<file path="src/rtl/core/scl_pkg.sv">
// shared types, constants and helper functions for the sparse column localizer
package scl_pkg;

    localparam int MAX_COLUMNS = 65536;
    localparam int MAX_PROCS   = 64;

    localparam int COL_W   = $clog2(MAX_COLUMNS);
    localparam int IDX_W   = 17;
    localparam int RANK_W  = 6;
    localparam int NP_W    = 7;
    localparam int BASE_W  = 17;
    localparam int ROW_W   = 24;
    localparam int EPOCH_W = 8;
    localparam int CNT_AW  = $clog2(MAX_PROCS);
    localparam int CFG_IW  = 2;

    localparam logic KIND_LOCALIZE = 1'b0;
    localparam logic KIND_RESTART  = 1'b1;

    localparam logic [CFG_IW-1:0] REG_MY_RANK    = 2'd0;
    localparam logic [CFG_IW-1:0] REG_NUM_PROCS  = 2'd1;
    localparam logic [CFG_IW-1:0] REG_BASE_ROWS  = 2'd2;
    localparam logic [CFG_IW-1:0] REG_EXTRA_ROWS = 2'd3;

    typedef struct packed {
        logic              kind;
        logic [COL_W-1:0]  global_column;
    } t_in;

    typedef struct packed {
        logic [COL_W-1:0]  local_column;
        logic [RANK_W-1:0] owner_id;
        logic              is_ghost;
        logic              new_ghost;
        logic [15:0]       list_position;
        logic              out_of_range;
    } t_out;

    typedef struct packed {
        logic [RANK_W-1:0] my_rank;
        logic [NP_W-1:0]   proc_count;
        logic [BASE_W-1:0] rows_each;
        logic [RANK_W-1:0] spare_rows;
    } t_cfg;

    // outcome of the owner search
    typedef struct packed {
        logic              found;
        logic [RANK_W-1:0] owner;
        logic [COL_W-1:0]  local_column;
    } t_own;

    typedef struct packed {
        logic [EPOCH_W-1:0] epoch;
        logic [IDX_W-1:0]   index;
    } t_ghost_entry;

    function automatic logic [NP_W-1:0] eff_procs(input logic [NP_W-1:0] np);
        logic [NP_W-1:0] r;
        r = np;
        if (np == '0) begin
            r = NP_W'(1);
        end else if (np > NP_W'(MAX_PROCS)) begin
            r = NP_W'(MAX_PROCS);
        end
        return r;
    endfunction

    function automatic logic [RANK_W-1:0] min_rank(input logic [RANK_W-1:0] a,
                                                   input logic [RANK_W-1:0] b);
        return (a < b) ? a : b;
    endfunction

    function automatic logic [IDX_W-1:0] own_rows(input t_cfg c);
        logic [IDX_W-1:0] r;
        r = '0;
        if (NP_W'(c.my_rank) < eff_procs(c.proc_count)) begin
            r = IDX_W'(c.rows_each) + IDX_W'(c.my_rank < c.spare_rows);
        end
        return r;
    endfunction

endpackage

</file>
<file path="src/rtl/core/scl_owner_search.sv">
// owner search: bit-serial binary search over block starts, one rank bit per cycle
module scl_owner_search (
    input  logic                       i_clk,
    input  logic                       i_rst_n,
    input  logic                       i_start,
    input  logic [scl_pkg::COL_W-1:0]  i_col,
    input  scl_pkg::t_cfg              i_cfg,
    output logic                       o_done,
    output scl_pkg::t_own              o_res
);

    logic                        r_run;
    logic                        r_fin;
    logic                        r_done;
    logic [scl_pkg::RANK_W-1:0]  r_mask;
    logic [scl_pkg::ROW_W-1:0]   r_add;
    logic [scl_pkg::RANK_W-1:0]  r_p;
    logic [scl_pkg::ROW_W-1:0]   r_prod;
    logic [scl_pkg::COL_W-1:0]   r_col;
    scl_pkg::t_own               r_res;

    logic [scl_pkg::NP_W-1:0]    np_eff;
    logic [scl_pkg::RANK_W-1:0]  cand;
    logic [scl_pkg::ROW_W-1:0]   cand_prod;
    logic [scl_pkg::ROW_W-1:0]   cand_start;
    logic                        take;
    logic [scl_pkg::ROW_W-1:0]   blk_start;
    logic [scl_pkg::ROW_W-1:0]   blk_end;
    scl_pkg::t_own               n_res;

    assign np_eff     = scl_pkg::eff_procs(i_cfg.proc_count);
    assign cand       = r_p | r_mask;
    // running product p*base grows by base shifted to the tried bit
    assign cand_prod  = r_prod + r_add;
    assign cand_start = cand_prod
                      + scl_pkg::ROW_W'(scl_pkg::min_rank(cand, i_cfg.spare_rows));
    assign take       = (scl_pkg::NP_W'(cand) < np_eff)
                      && (cand_start <= scl_pkg::ROW_W'(r_col));

    assign blk_start = r_prod + scl_pkg::ROW_W'(scl_pkg::min_rank(r_p, i_cfg.spare_rows));
    assign blk_end   = blk_start + scl_pkg::ROW_W'(i_cfg.rows_each)
                     + scl_pkg::ROW_W'(r_p < i_cfg.spare_rows);

    always_comb begin
        n_res.found        = scl_pkg::ROW_W'(r_col) < blk_end;
        n_res.owner        = r_p;
        n_res.local_column = r_col - blk_start[scl_pkg::COL_W-1:0];
    end

    always_ff @(posedge i_clk) begin
        if (!i_rst_n) begin
            r_run  <= 1'b0;
            r_fin  <= 1'b0;
            r_done <= 1'b0;
        end else begin
            r_done <= 1'b0;
            r_fin  <= 1'b0;
            if (i_start) begin
                r_run <= 1'b1;
            end else if (r_run && r_mask[0]) begin
                r_run <= 1'b0;
                r_fin <= 1'b1;
            end
            if (r_fin) begin
                r_done <= 1'b1;
            end
        end
    end

    always_ff @(posedge i_clk) begin
        if (i_start) begin
            r_col  <= i_col;
            r_p    <= '0;
            r_prod <= '0;
            r_mask <= scl_pkg::RANK_W'(1) << (scl_pkg::RANK_W - 1);
            r_add  <= scl_pkg::ROW_W'(i_cfg.rows_each) << (scl_pkg::RANK_W - 1);
        end else if (r_run) begin
            if (take) begin
                r_p    <= cand;
                r_prod <= cand_prod;
            end
            r_mask <= r_mask >> 1;
            r_add  <= r_add >> 1;
        end
        if (r_fin) begin
            r_res <= n_res;
        end
    end

    assign o_done = r_done;
    assign o_res  = r_res;

endmodule

</file>
<file path="config.mk">
export PLATFORM = sky130hd
export DESIGN_NAME = scl_owner_search
export DESIGN_NICKNAME = d
export VERILOG_FILES = /design/src/rtl/core/scl_pkg.sv /design/src/rtl/core/scl_owner_search.sv
export SDC_FILE = /design/constraint.sdc
export NUM_CORES = 1
export LEC_CHECK = 0
export ABC_AREA = 1
export BUFFER_PORTS_ARGS = -buffer_cell sky130_fd_sc_hd__buf_2
export CORE_UTILIZATION = 67
export CTS_CLUSTER_SIZE = 12
export DETAILED_ROUTE_END_ITERATION = 10
export GPL_TIMING_DRIVEN = 1
export HOLD_SLACK_MARGIN = 0.08
export PLACE_DENSITY = 0.95
export SLEW_MARGIN = 10
export SYNTH_ARGS = -nofsm -noshare
export SYNTH_HDL_FRONTEND = slang
export SYNTH_SLANG_ARGS = --single-unit
</file>
<file path="constraint.sdc">
create_clock -name i_clk -period 9.7 [get_ports i_clk]
set_clock_uncertainty 0.2 [all_clocks]
set_input_delay 0.485 -clock i_clk [delete_from_list [all_inputs] [get_ports i_clk]]
set_output_delay 0.485 -clock i_clk [all_outputs]
set_load 0.02 [all_outputs]
</file>
==> impl_results.md <==
- RSZ-0062 raised after global routing: false
- Die Span Y: 123 um
- Largest net degree at the start of global routing: 46
- R2r startpoint: r_p[5]
- Reg clk slew, reported paths: 70 ps
- Horiz. Die Dim: 123 um
- Final non-filler cell total: 1686
- Endpoints failing setup: 0
- Setup TNS: 0 ps
- Core Area: 0.0145 sq mm
- Fin area: 0.0107 sq mm
- Area Growth Syn to Fin: 8.51%
- Leakage Power: 5.34 nW
- Sequential power share: 38.9%
- Min-delay src: i_col[1]
- CTS tree: done
- Reg-to-reg critical path endpoint: r_prod[18]
- Final Max Tran Viols: 0
- Tmin final: 7080 ps
- Initial antenna violation count: 0
- Logic pwr share: 28.2%
- Longest Clk Path Bufs: 2
- Total CTS buffers: 9
- Period Utilization, post-route: 73.0%
- # rows: 44
- DP Area: 0.0104 sq mm
- DRC: 0
- Netlist cell types: 46
- Grt total ovfl: 0
- CTS resizes: 0
- Worst-Margin Slew: 1220 ps
- Hold_buf cts: 0
- Clock Power Share: 32.9%
- Post-synthesis area per instance: 6.91 sq um
- Hold Path Depth: 1
- Worst Path Arrival: 7130 ps
- Gr usage total: 39.9%
- DR vias/cell: 6.06
- Ports: 79
- R2r setup slk: 2620 ps
- Setup Buffers After CTS: 0
- Worst setup EP type: flip-flop
- Hpwl dp: 21900 um
- Yosys reg bits: 100
- GP Congestion: 0.994
- Mapped Cells: 1430
- Nets: 1671
- Initial Util: 68.3%
- Routed Antenna Nets: 0
- Util after Layout: 74.1%
- Post-Syn Area: 0.00988 sq mm
- Ys Warns: 0
- Reg2Reg Depth: 30
- Overall Power: 1.24 mW
- VDD IR max: 0.0906 mV
- Sequential fraction of the synthesis area: 25.9%
- Pint: 822 uW
- 1st-iter DRT viols: 1350
- First-pass detailed-route iteration total: 6
- H-tree depth: 3
- DR vias: 10223
- Port Buffers: 72
- Fraction of layout cells with a size suffix above 1: 10.7%
- CTS sink cnt: 100
- Worst Setup Start Kind: flip-flop
- Filler Cells Inserted: 1023
- WHS Endpoint: r_col[1]
- Clock latency on the worst-skew pair: 370 ps
- ANT cells: 0
- Worst EP required: 9750 ps
- Max-Cap Viols: 0
- CP Class: reg2reg
- Critical Path Fanout Max: 45
- Net switching power: 422 uW
- Final hold vios: 0
- Worst path max stage delay: 730 ps
- Pwr dens: 116 mW/mm^2
- Outcome: finished, final reports clean
- Global-route wire length before repair: 46500 um
- Max-Slew Margin vs Limit: 18.5%
- Hold WC Path Type: in2reg
- Slowest CP cell: o211ai_1
- Clock root buffer: clkbuf_16
- Switching Share: 33.9%
- Syn_nets: 1604
- Fmax achieved: 141 MHz
- Vias in the first global route: 9584
- Critical path's most frequent cell: nand2_1
- Per-cell routed wire length: 17.3 um
- Routed WL: 29200 um
- Die Area: 0.0152 sq mm
- Placed Cells: 1670
## worst max path at each step
stage                   from  slack [ps]  depth (start not counted)          to
global placement    i_cfg[1]        2990                         30  r_prod[21]
CTS                   r_p[5]        2770                         30  r_prod[18]
detailed placement  i_cfg[5]        2790                         34   o_res[22]
finish                r_p[5]        2620                         30  r_prod[18]
floorplan           i_cfg[1]        4190                         33   o_res[22]
global route          r_p[5]        2160                         28   o_res[22]
## critical path, delay by kind of cell (launching register included)
family	cells	cell delay [ps]
simple gates	18	3220
xor+xnor	1	200
compound gates	3	1340
flops	1	360
fa+ha+maj	4	1280
buf+inv	4	340
## per-layer routing
layer	track usage [%]	vias up	share of wire, %	wire length, um
met2	65.5	657	46	13500
met3	8.12	136	10	2970
li1	-	4815	-	-
met5	1.74	-	0	0
met4	20.6	0	4.3	1260
met1	49.1	4615	39	11500
## sequential cells by signal (all words and copies together) (netlist names)
| signal | count |
|---|---|
| r_mask | 6 |
| o_res | 23 |
| r_col | 16 |
| r_fin | 1 |
| r_run | 1 |
| r_p | 6 |
| r_add | 22 |
| r_prod | 24 |
| o_done | 1 |
## Yosys cell counts, drive strengths merged
| master | n | area (sq um) |
|---|---|---|
| nand3 | 110 | 603 |
| fa | 6 | 120 |
| and2 | 2 | 12.5 |
| o211ai | 6 | 45.0 |
| o21bai | 3 | 22.5 |
| clkinv | 4 | 15.0 |
| o2111ai | 1 | 8.76 |
| nand4 | 22 | 138 |
| a22o | 15 | 131 |
| edfxtp | 56 | 1680 |
| a21oi | 103 | 519 |
| o221ai | 1 | 8.76 |
| a211oi | 1 | 7.51 |
| o31ai | 4 | 30.0 |
| o22ai | 8 | 50.1 |
| nor3b | 1 | 7.51 |
| nor3 | 14 | 75.1 |
| a21boi | 4 | 30.0 |
| ha | 113 | 1410 |
| nor2 | 133 | 596 |
| a31oi | 4 | 25.0 |
| buf | 8 | 63.8 |
| a21o | 2 | 15.0 |
| nor4 | 5 | 31.3 |
| xor2 | 40 | 350 |
| o21ai | 49 | 245 |
| inv | 231 | 867 |
| xnor2 | 27 | 236 |
| clkbuf | 10 | 37.5 |
| nand2 | 400 | 1590 |
| o211a | 1 | 10.0 |
| nand3b | 2 | 15.0 |
| dfxtp | 44 | 881 |
## cells by family after synthesis
group	share of synthesized area, %
flops	25.9
xor+xnor	5.94
fa+ha+maj	15.5
simple gates	31.0
buf+inv	9.95
compound gates	11.6
## power by group through the flow
stage	Clock (mW)	Combinational [mW]	Sequential [mW]
floorplan	0	0.243	0.487
global placement	0	0.310	0.493
detailed placement	0	0.329	0.492
CTS	0.404	0.340	0.484
global route	0.423	0.385	0.486
finish	0.410	0.350	0.485
## layout make-up
class                      instances  area [sq um]  share of cell area [%]
inverter                         235           882                    8.23
clock buffer                      11           275                    2.57
multi-input combinational       1077          6340                    59.1
clock inverter                     5          61.3                   0.572
tap                              184           230                    2.15
sequential                       100          2560                    23.9
timing repair buffer              74           375                    3.50
## layout by cell type, fill, tap and decap left out, types with 5 or more instances in the layout
master,synthesis,routed
nand3_1,101,101
a21oi_1,102,102
xnor2_1,27,27
clkbuf_16,0,11
nor2_1,114,114
nand2_1,371,371
inv_2,11,11
nand3_2,8,8
nor2_2,11,11
xor2_1,40,40
ha_1,113,113
nor3_1,13,13
a22o_1,15,15
nor4_1,5,5
fa_1,6,6
buf_2,3,72
o211ai_1,6,6
nor2_4,7,7
dfxtp_1,44,44
o22ai_1,8,8
o21ai_0,46,46
nand4_1,22,22
nand2_2,26,26
edfxtp_1,56,56
inv_1,220,220
## through the flow
step,worst slack [ps],hold WS (ps)
6_report,2620,88.0
5_1_grt,2160,87.8
4_1_cts,2770,91.3
3_5_place_dp,2790,268
3_3_place_gp,2990,256
2_1_floorplan,4190,235
(Power assumes the default switching activity.)
