File: src/rtl/core/scl_pkg.sv
// shared types, constants and helper functions for the sparse column localizer
package scl_pkg;

    localparam int MAX_COLUMNS = 65536;
    localparam int MAX_PROCS   = 64;

    localparam int COL_W   = $clog2(MAX_COLUMNS);
    localparam int IDX_W   = 17;
    localparam int RANK_W  = 6;
    localparam int NP_W    = 7;
    localparam int BASE_W  = 17;
    localparam int ROW_W   = 24;
    localparam int EPOCH_W = 8;
    localparam int CNT_AW  = $clog2(MAX_PROCS);
    localparam int CFG_IW  = 2;

    localparam logic KIND_LOCALIZE = 1'b0;
    localparam logic KIND_RESTART  = 1'b1;

    localparam logic [CFG_IW-1:0] REG_MY_RANK    = 2'd0;
    localparam logic [CFG_IW-1:0] REG_NUM_PROCS  = 2'd1;
    localparam logic [CFG_IW-1:0] REG_BASE_ROWS  = 2'd2;
    localparam logic [CFG_IW-1:0] REG_EXTRA_ROWS = 2'd3;

    typedef struct packed {
        logic              kind;
        logic [COL_W-1:0]  global_column;
    } t_in;

    typedef struct packed {
        logic [COL_W-1:0]  local_column;
        logic [RANK_W-1:0] owner_id;
        logic              is_ghost;
        logic              new_ghost;
        logic [15:0]       list_position;
        logic              out_of_range;
    } t_out;

    typedef struct packed {
        logic [RANK_W-1:0] my_rank;
        logic [NP_W-1:0]   proc_count;
        logic [BASE_W-1:0] rows_each;
        logic [RANK_W-1:0] spare_rows;
    } t_cfg;

    // outcome of the owner search
    typedef struct packed {
        logic              found;
        logic [RANK_W-1:0] owner;
        logic [COL_W-1:0]  local_column;
    } t_own;

    typedef struct packed {
        logic [EPOCH_W-1:0] epoch;
        logic [IDX_W-1:0]   index;
    } t_ghost_entry;

    function automatic logic [NP_W-1:0] eff_procs(input logic [NP_W-1:0] np);
        logic [NP_W-1:0] r;
        r = np;
        if (np == '0) begin
            r = NP_W'(1);
        end else if (np > NP_W'(MAX_PROCS)) begin
            r = NP_W'(MAX_PROCS);
        end
        return r;
    endfunction

    function automatic logic [RANK_W-1:0] min_rank(input logic [RANK_W-1:0] a,
                                                   input logic [RANK_W-1:0] b);
        return (a < b) ? a : b;
    endfunction

    function automatic logic [IDX_W-1:0] own_rows(input t_cfg c);
        logic [IDX_W-1:0] r;
        r = '0;
        if (NP_W'(c.my_rank) < eff_procs(c.proc_count)) begin
            r = IDX_W'(c.rows_each) + IDX_W'(c.my_rank < c.spare_rows);
        end
        return r;
    endfunction

endpackage

File: src/rtl/core/scl_rx_count.sv
// per-owner receive counters in a synchronous memory, valid bits give the zero reset
module scl_rx_count (
    input  logic                        i_clk,
    input  logic                        i_rst_n,
    input  logic                        i_clear,
    input  logic                        i_rd_en,
    input  logic [scl_pkg::CNT_AW-1:0]  i_rd_addr,
    output logic [scl_pkg::IDX_W-1:0]   o_rd_data,
    input  logic                        i_wr_en,
    input  logic [scl_pkg::CNT_AW-1:0]  i_wr_addr,
    input  logic [scl_pkg::IDX_W-1:0]   i_wr_data
);

    logic [scl_pkg::IDX_W-1:0]     r_mem [scl_pkg::MAX_PROCS];
    logic [scl_pkg::MAX_PROCS-1:0] r_valid;
    logic [scl_pkg::IDX_W-1:0]     r_rd_data;
    logic                          r_rd_valid;

    always_ff @(posedge i_clk) begin
        if (i_wr_en) begin
            r_mem[i_wr_addr] <= i_wr_data;
        end
        if (i_rd_en) begin
            r_rd_data <= r_mem[i_rd_addr];
        end
    end

    always_ff @(posedge i_clk) begin
        if (!i_rst_n) begin
            r_valid    <= '0;
            r_rd_valid <= 1'b0;
        end else begin
            if (i_clear) begin
                r_valid <= '0;
            end else if (i_wr_en) begin
                r_valid[i_wr_addr] <= 1'b1;
            end
            if (i_rd_en) begin
                r_rd_valid <= r_valid[i_rd_addr];
            end
        end
    end

    // a counter never written since restart reads as zero
    assign o_rd_data = r_rd_valid ? r_rd_data : '0;

endmodule

File: config.mk
export PLATFORM = sky130hd
export DESIGN_NAME = scl_rx_count
export DESIGN_NICKNAME = d
export VERILOG_FILES = /design/src/rtl/core/scl_pkg.sv /design/src/rtl/core/scl_rx_count.sv
export SDC_FILE = /design/constraint.sdc
export NUM_CORES = 1
export LEC_CHECK = 0
export BUFFER_PORTS_ARGS = -buffer_cell sky130_fd_sc_hd__buf_4
export CAP_MARGIN = 20
export CORE_UTILIZATION = 40
export DETAILED_ROUTE_END_ITERATION = 6
export GPL_TIMING_DRIVEN = 0
export SLEW_MARGIN = 20
export SYNTH_ARGS = -nofsm -noshare
export SYNTH_HDL_FRONTEND = slang
export SYNTH_SLANG_ARGS = --single-unit
File: constraint.sdc
create_clock -name i_clk -period 2.19 [get_ports i_clk]
set_input_delay 0.1095 -clock i_clk [delete_from_list [all_inputs] [get_ports i_clk]]
set_output_delay 0.1095 -clock i_clk [all_outputs]
set_load 0.05 [all_outputs]
==> impl_metrics.py, run 1 <==
metrics = {
    "timing": {
        "skew_ps": 21.2,
        "period_minus_slack_ps": 2270,
        "hold_violations": 0,
        "setup_slack_ps": -75.9,
        "rsz0062_at_grt": "true",
        "worstMarginPinSlew_ps": 1030,
        "worst_hold_slack_ps": 0.596,
        "finalSetupViolCount": 13,
        "fin_tns_setup_ps": -666,
        "fin_crit_sh_pct": 103,
        "timing.slew.headroom_pct": 31.2,
        "clock.fmax_mhz": 441,
        "slew_viol_final": 0,
    },
    "die": {
        "core_area_mm2": 0.111,
        "io_pins": 51,
        "start_util_pct": 40.3,
        "die_area_mm2": 0.113,
        "die_w_um": 336,
        "row_count": 122,
        "die_y_um": 336,
    },
    "pwr": {
        "power-per-cell-area_mw_per_mm2": 871,
        "swShare_pct": 21.2,
        "pwr-share-clk_pct": 39.8,
        "net-switching-power_mw": 9.58,
        "power.leakage_nw": 16.1,
        "seqPwrFrac_pct": 54.6,
        "power.internal_mw": 35.7,
        "finalPower_mw": 45.2,
        "power_frac_comb_pct": 5.7,
        "ir_drop_uv": 567,
    },
    "synth": {
        "netlist_area_mm2": 0.0446,
        "yosys.cell_count.top_type": "edfxtp_1",
        "yosys.cell_types.count": 32,
        "yosys_warnings": 0,
        "synth.avg_cell_area_um2": 23.6,
        "ys_seq_elements": 1170,
        "synth_area_leader_cell": "edfxtp_1",
        "synth_area_leaders": "edfxtp_1 (74%), mux4_2 (18%), dfxtp_1 (2.9%)",
        "ys.flop_type": "edfxtp_1",
        "syn-num-nets": 1926,
        "synthArstFlopShare_pct": 0,
        "ys_top_cells_by_count": "edfxtp_1 (1105), mux4_2 (356), dfxtp_1 (65)",
        "ys_seq_area_share_pct": 77.3,
        "synth_edf_count": 1105,
        "netlist_instances": 1892,
        "yosysTopAreaCellShare_pct": 74.4,
    },
    "worst_hold_path": {
        "holdPathStages": 1,
        "hp-start": "i_wr_data[1]",
        "hold_class": "in2reg",
        "hold_path_end": "r_mem[29][1]",
    },
    "critical_path": {
        "cp_slowest_stage_delay_ps": 570,
        "reg2reg_setup_slack_ps": -80,
        "crit_slowest_cell": "mux4_2",
        "r2r_end": "r_rd_data[10]",
        "critPathCaptureType": "register",
        "worstPathMaxFanout": 1,
        "worst-r2r-cell-count": 5,
        "r2r-start": "r_mem[61][10]",
        "cp.required_ps": 2580,
        "cpMostUsedCell": "mux4_2",
        "path_cells": "mux4_2 > mux4_2 > mux2_4 > nand2_4 > o21ai_2",
        "path_class": "reg2reg",
        "cp_data_arrival_time_ps": 2660,
        "cp-start-kind": "register",
    },
    "cts": {
        "cts_buffer_depth": 3,
        "cts_tree": "yes",
        "numCtsBuffers": 108,
        "h-tree-depth": 3,
        "clock_sinks": 1170,
        "worstSkewPairLatency_ps": 680,
        "clk_pin_slew_worst_paths_ps": 60,
        "cts_root_buf": "clkbuf_16",
    },
    "drt": {
        "vias": 21155,
        "avgViaCountPerCell": 5.75,
        "drc": 0,
        "postRouteAntennaNets": 0,
        "drt_wl_total_mm": 114,
        "wl_per_cell_um": 31.0,
        "firstDrtPassIters": 5,
        "drt_first_iter_violations": 2767,
    },
    "final_layout": {
        "area_growth_pct": 16.4,
        "layout.nets": 2133,
        "layout.cells.non_filler": 3679,
        "drive_gt1_share_pct": 35.1,
    },
    "placement": {
        "place.gp.congestion": 0.904,
        "pre_cts_slack_ps": -1520,
        "hpwl_mm": 71.5,
        "io_buffers": 44,
        "place_inst": 3458,
    },
    "status": {
        "violations": "negative setup slack",
        "status": "complete, but fails checks",
    },
    "flow_run": {
        "max_cap_viol_count": 0,
    },
    "global_route": {
        "grt_max_degree": 65,
        "grt_usage_pct": 20.4,
        "overflow": 0,
        "first_global_vias": 21567,
        "grt_pass1_wl_mm": 160,
        "antenna_found_initial": 14,
    },
}
-- worst max-delay path by stage --
stage / end / cells after the start / startpoint / slack (ps)
6_report: r_rd_data[10] / 5 / r_mem[61][10] / -80
5_1_grt: r_rd_data[7] / 5 / r_mem[62][7] / -90
4_1_cts: r_rd_data[7] / 5 / r_mem[62][7] / -90
3_5_place_dp: r_rd_data[0] / 7 / i_rd_addr[1] / -1520
3_3_place_gp: r_rd_data[1] / 7 / i_rd_addr[1] / -1480
2_1_floorplan: r_rd_data[12] / 7 / i_rd_addr[1] / 2
-- final cells by class --
type	count	area, um2
flip-flops and latches	1170	34500
fillers	8956	58700
clock inverters	68	490
diodes	4	10.0
multi-input cells	619	10300
repair buffers	97	1330
plain buffers	103	596
clock buffers	130	2850
well taps	1488	1860
-- sequential cells by signal (all words and copies together), names as in the netlist --
name and count:
r_mem 1088, r_rd_data 17, r_rd_valid 1, r_valid 64
-- power groups by stage --
stage / Sequential (mW) / Clock (mW) / Combinational [mW]
global placement: 25.2 / 0 / 2.36
floorplan: 25.1 / 0 / 1.32
global route: 24.7 / 19.0 / 2.67
CTS: 24.7 / 18.2 / 2.55
finish: 24.7 / 18.0 / 2.56
detailed placement: 25.2 / 0 / 2.49
-- per-stage QoR --
step / utilization, % / area (um2)
detailed placement: 43.5 / 48200
global route: 46.9 / 51900
finish: 46.9 / 51900
global placement: 42.4 / 46900
CTS: 46.8 / 51800
floorplan: - / 44700
-- layout by cell type (no fill, tap or decap), drive strengths merged, types with 3 or more instances in the layout --
master and n:
bufinv 7, o21a 64, nand2b 5, clkinvlp 4
o21ai 16, nor3 5, nand4 4, mux2i 17
dfxtp 65, edfxtp 1105, clkbuf 177, mux2 17
buf 141, nand3 9, nand3b 3, nand2 19
nor2 64, mux4 356, clkdlybuf4s15 4, and2 18
diode 4, dlygate4sd3 8, clkinv 56, nor2b 8
-- critical path, delay by kind of cell (launching register included) --
kind | cells | cell delay [ps]
DFF | 1 | 400
and+or+nand+nor | 1 | 110
AOI/OAI and AO/OA | 1 | 70
muxes | 3 | 1420
-- logic make-up after synthesis --
family,after synthesis,share of synthesized area [%]
flops,1170,77.3
buf+inv,103,1.02
compound gates,90,1.44
mux,390,18.8
simple gates,139,1.46
-- per-layer routing --
layer  track usage [%]  routed length [um]
met5                 0                  91
met4              6.32                2990
met3              4.19                9940
met2              32.6               54800
met1              28.2               46400
-- what timing repair did --
action | in CTS | in global routing
endpoints found under the setup margin | 106 | 17
buffers inserted | 11 | 0
hold buffers | 8 | 0
hold endpoints to repair | 265 | 0
pin swaps | 5 | 1
resized for setup | 43 | 25
Note: power is estimated with default switching activity, not from simulation.
==> inputs of run 2 (changes only) <==
- CELL_PAD_IN_SITES_DETAIL_PLACEMENT: not set -> 1
- CELL_PAD_IN_SITES_GLOBAL_PLACEMENT: not set -> 2
- PLACE_DENSITY_LB_ADDON: not set -> 0.1
- clock period: 2.19 -> 2.5 ns (I/O delays scaled with it)
==> run 2 against run 1 <==
Clock skew rose by 3.6 ps. Power fell by 10%. Count of clock-buffer cells in the layout up 17. Largest power group unchanged. Critical path depth is 3 higher. Die area stayed put. Largest cell class unchanged. Combinational power shrank 10%. Sequential cell count did not move. Via count is essentially flat. The flow now finishes without violations. Sequential share of layout area shrank 1.0 points. Non-clock buffer count up 32. Critical endpoint unchanged. Clock power is 7% lower.
==> impl_metrics.py, run 2 (synthesis results as in run 1) <==
metrics = {
    "status": {
        "status": "complete, no violations",
    },
    "cts": {
        "numCtsBuffers": 121,
        "worstSkewPairLatency_ps": 720,
        "clock_sinks": 1170,
        "cts_root_buf": "clkbuf_16",
        "h-tree-depth": 3,
        "clk_pin_slew_worst_paths_ps": 60,
        "cts_tree": "yes",
        "cts_buffer_depth": 3,
    },
    "die": {
        "io_pins": 51,
        "core_area_mm2": 0.111,
        "die_y_um": 336,
        "row_count": 122,
        "die_area_mm2": 0.113,
        "start_util_pct": 40.3,
        "die_w_um": 336,
    },
    "timing": {
        "skew_ps": 24.9,
        "finalSetupViolCount": 0,
        "rsz0062_at_grt": "false",
        "hold_violations": 0,
        "fin_tns_setup_ps": 0,
        "clock.fmax_mhz": 401,
        "timing.slew.headroom_pct": 24.3,
        "worst_hold_slack_ps": 36.0,
        "slew_viol_final": 0,
        "setup_slack_ps": 8.92,
        "worstMarginPinSlew_ps": 1140,
        "period_minus_slack_ps": 2490,
        "fin_crit_sh_pct": 99.6,
    },
    "flow_run": {
        "max_cap_viol_count": 0,
    },
    "placement": {
        "dpl_cell_area_mm2": 0.0488,
        "pre_cts_slack_ps": -1530,
        "hpwl_mm": 84.5,
        "place_inst": 3492,
        "io_buffers": 44,
        "place.gp.congestion": 0.813,
    },
    "critical_path": {
        "path_class": "in2reg",
        "cp-start-kind": "input port",
        "cp_data_arrival_time_ps": 2910,
        "path_buf_inv": 3,
        "critPathCaptureType": "register",
        "worstPathMaxFanout": 10,
        "cp.required_ps": 2920,
        "crit_slowest_cell": "mux4_2",
        "path_cells": "clkbuf_2 > clkbuf_4 > clkbuf_2 > mux4_2 > mux4_2 > mux2_2 > nand2_1 > o21ai_1",
        "crit_family": "multiplexers",
        "cp_slowest_stage_delay_ps": 590,
    },
    "global_route": {
        "overflow": 0,
        "grt_pass1_wl_mm": 176,
        "antenna_found_initial": 13,
        "first_global_vias": 22199,
        "grt_max_degree": 65,
        "grt_usage_pct": 22.9,
    },
    "pwr": {
        "power.internal_mw": 31.6,
        "net-switching-power_mw": 9.04,
        "pwr-share-clk_pct": 41.2,
        "finalPower_mw": 40.7,
        "power_frac_comb_pct": 5.6,
        "power-per-cell-area_mw_per_mm2": 771,
        "power.leakage_nw": 16.5,
        "ir_drop_uv": 570,
        "swShare_pct": 22.2,
        "seqPwrFrac_pct": 53.2,
    },
    "final_layout": {
        "area_growth_pct": 18.2,
        "layout.nets": 2178,
        "largest_reg_flops": 1088,
        "largest-register": "r_mem",
        "postLayoutCellArea_mm2": 0.0528,
        "largest_registers": "r_mem (1088), r_valid (64), r_rd_data (17)",
        "final_cell_mix": "edfxtp_1 (1105), mux4_2 (356), clkbuf_16 (121), dfxtp_1 (65), o21a_1 (64)",
        "layout.cells.non_filler": 3733,
        "drive_gt1_share_pct": 35.4,
        "nFillCells": 9766,
        "final_common_cell": "edfxtp_1",
        "finalCoreUtilization_pct": 47.7,
    },
    "drt": {
        "drt_first_iter_violations": 2060,
        "avgViaCountPerCell": 5.66,
        "vias": 21141,
        "wl_per_cell_um": 33.9,
        "drc": 0,
        "drt_wl_total_mm": 127,
        "postRouteAntennaNets": 0,
        "firstDrtPassIters": 5,
    },
    "worst_hold_path": {
        "hold_class": "in2reg",
    },
}
-- run 2: repair_timing --
item	CTS	global route
setup endpoints to repair	28	6
buffers inserted	0	0
endpoints found under the hold margin	565	0
resized for setup	45	13
hold buffers	16	0
-- run 2: final cells by class --
type                            instances  area, um2  share of cell area [%]
Clock inverter                         75        522                   0.989
Clock buffer                          147       3130                    5.92
Tap cell                             1488       1860                    3.53
Timing Repair Buffer                  129       2070                    3.93
Buffer                                103        557                    1.06
Multi-Input combinational cell        619      10100                    19.2
Sequential cell                      1170      34500                    65.4
Antenna cell                            2       5.00                 0.00949
-- run 2: per-layer routing --
metal	part of all wire, %	global-route usage, %
met3	5.8	3.45
met5	0.021	0
met1	44	33.2
met4	1.9	5.50
met2	48	36.6
-- run 2: power groups by stage --
| stage | Clock (mW) | Combinational [mW] | Sequential, mW |
|---|---|---|---|
| after floorplan | 0 | 1.14 | 22.0 |
| after CTS | 17.1 | 2.33 | 21.6 |
| final | 16.7 | 2.30 | 21.6 |
| after global placement | 0 | 2.17 | 22.0 |
| after detailed placement | 0 | 2.30 | 22.0 |
| after global routing | 17.8 | 2.41 | 21.6 |
-- run 2: worst paths after layout --
kind | start | to | slack, ps | cells after the start
max | i_rd_addr[1] | r_rd_data[10] | 9 | 8
max reg2reg | r_mem[60][10] | r_rd_data[10] | 70 | 5
min | i_wr_data[10] | r_mem[56][10] | 40 | 1
min reg2reg | r_valid[25] | r_valid[25] | 470 | 1
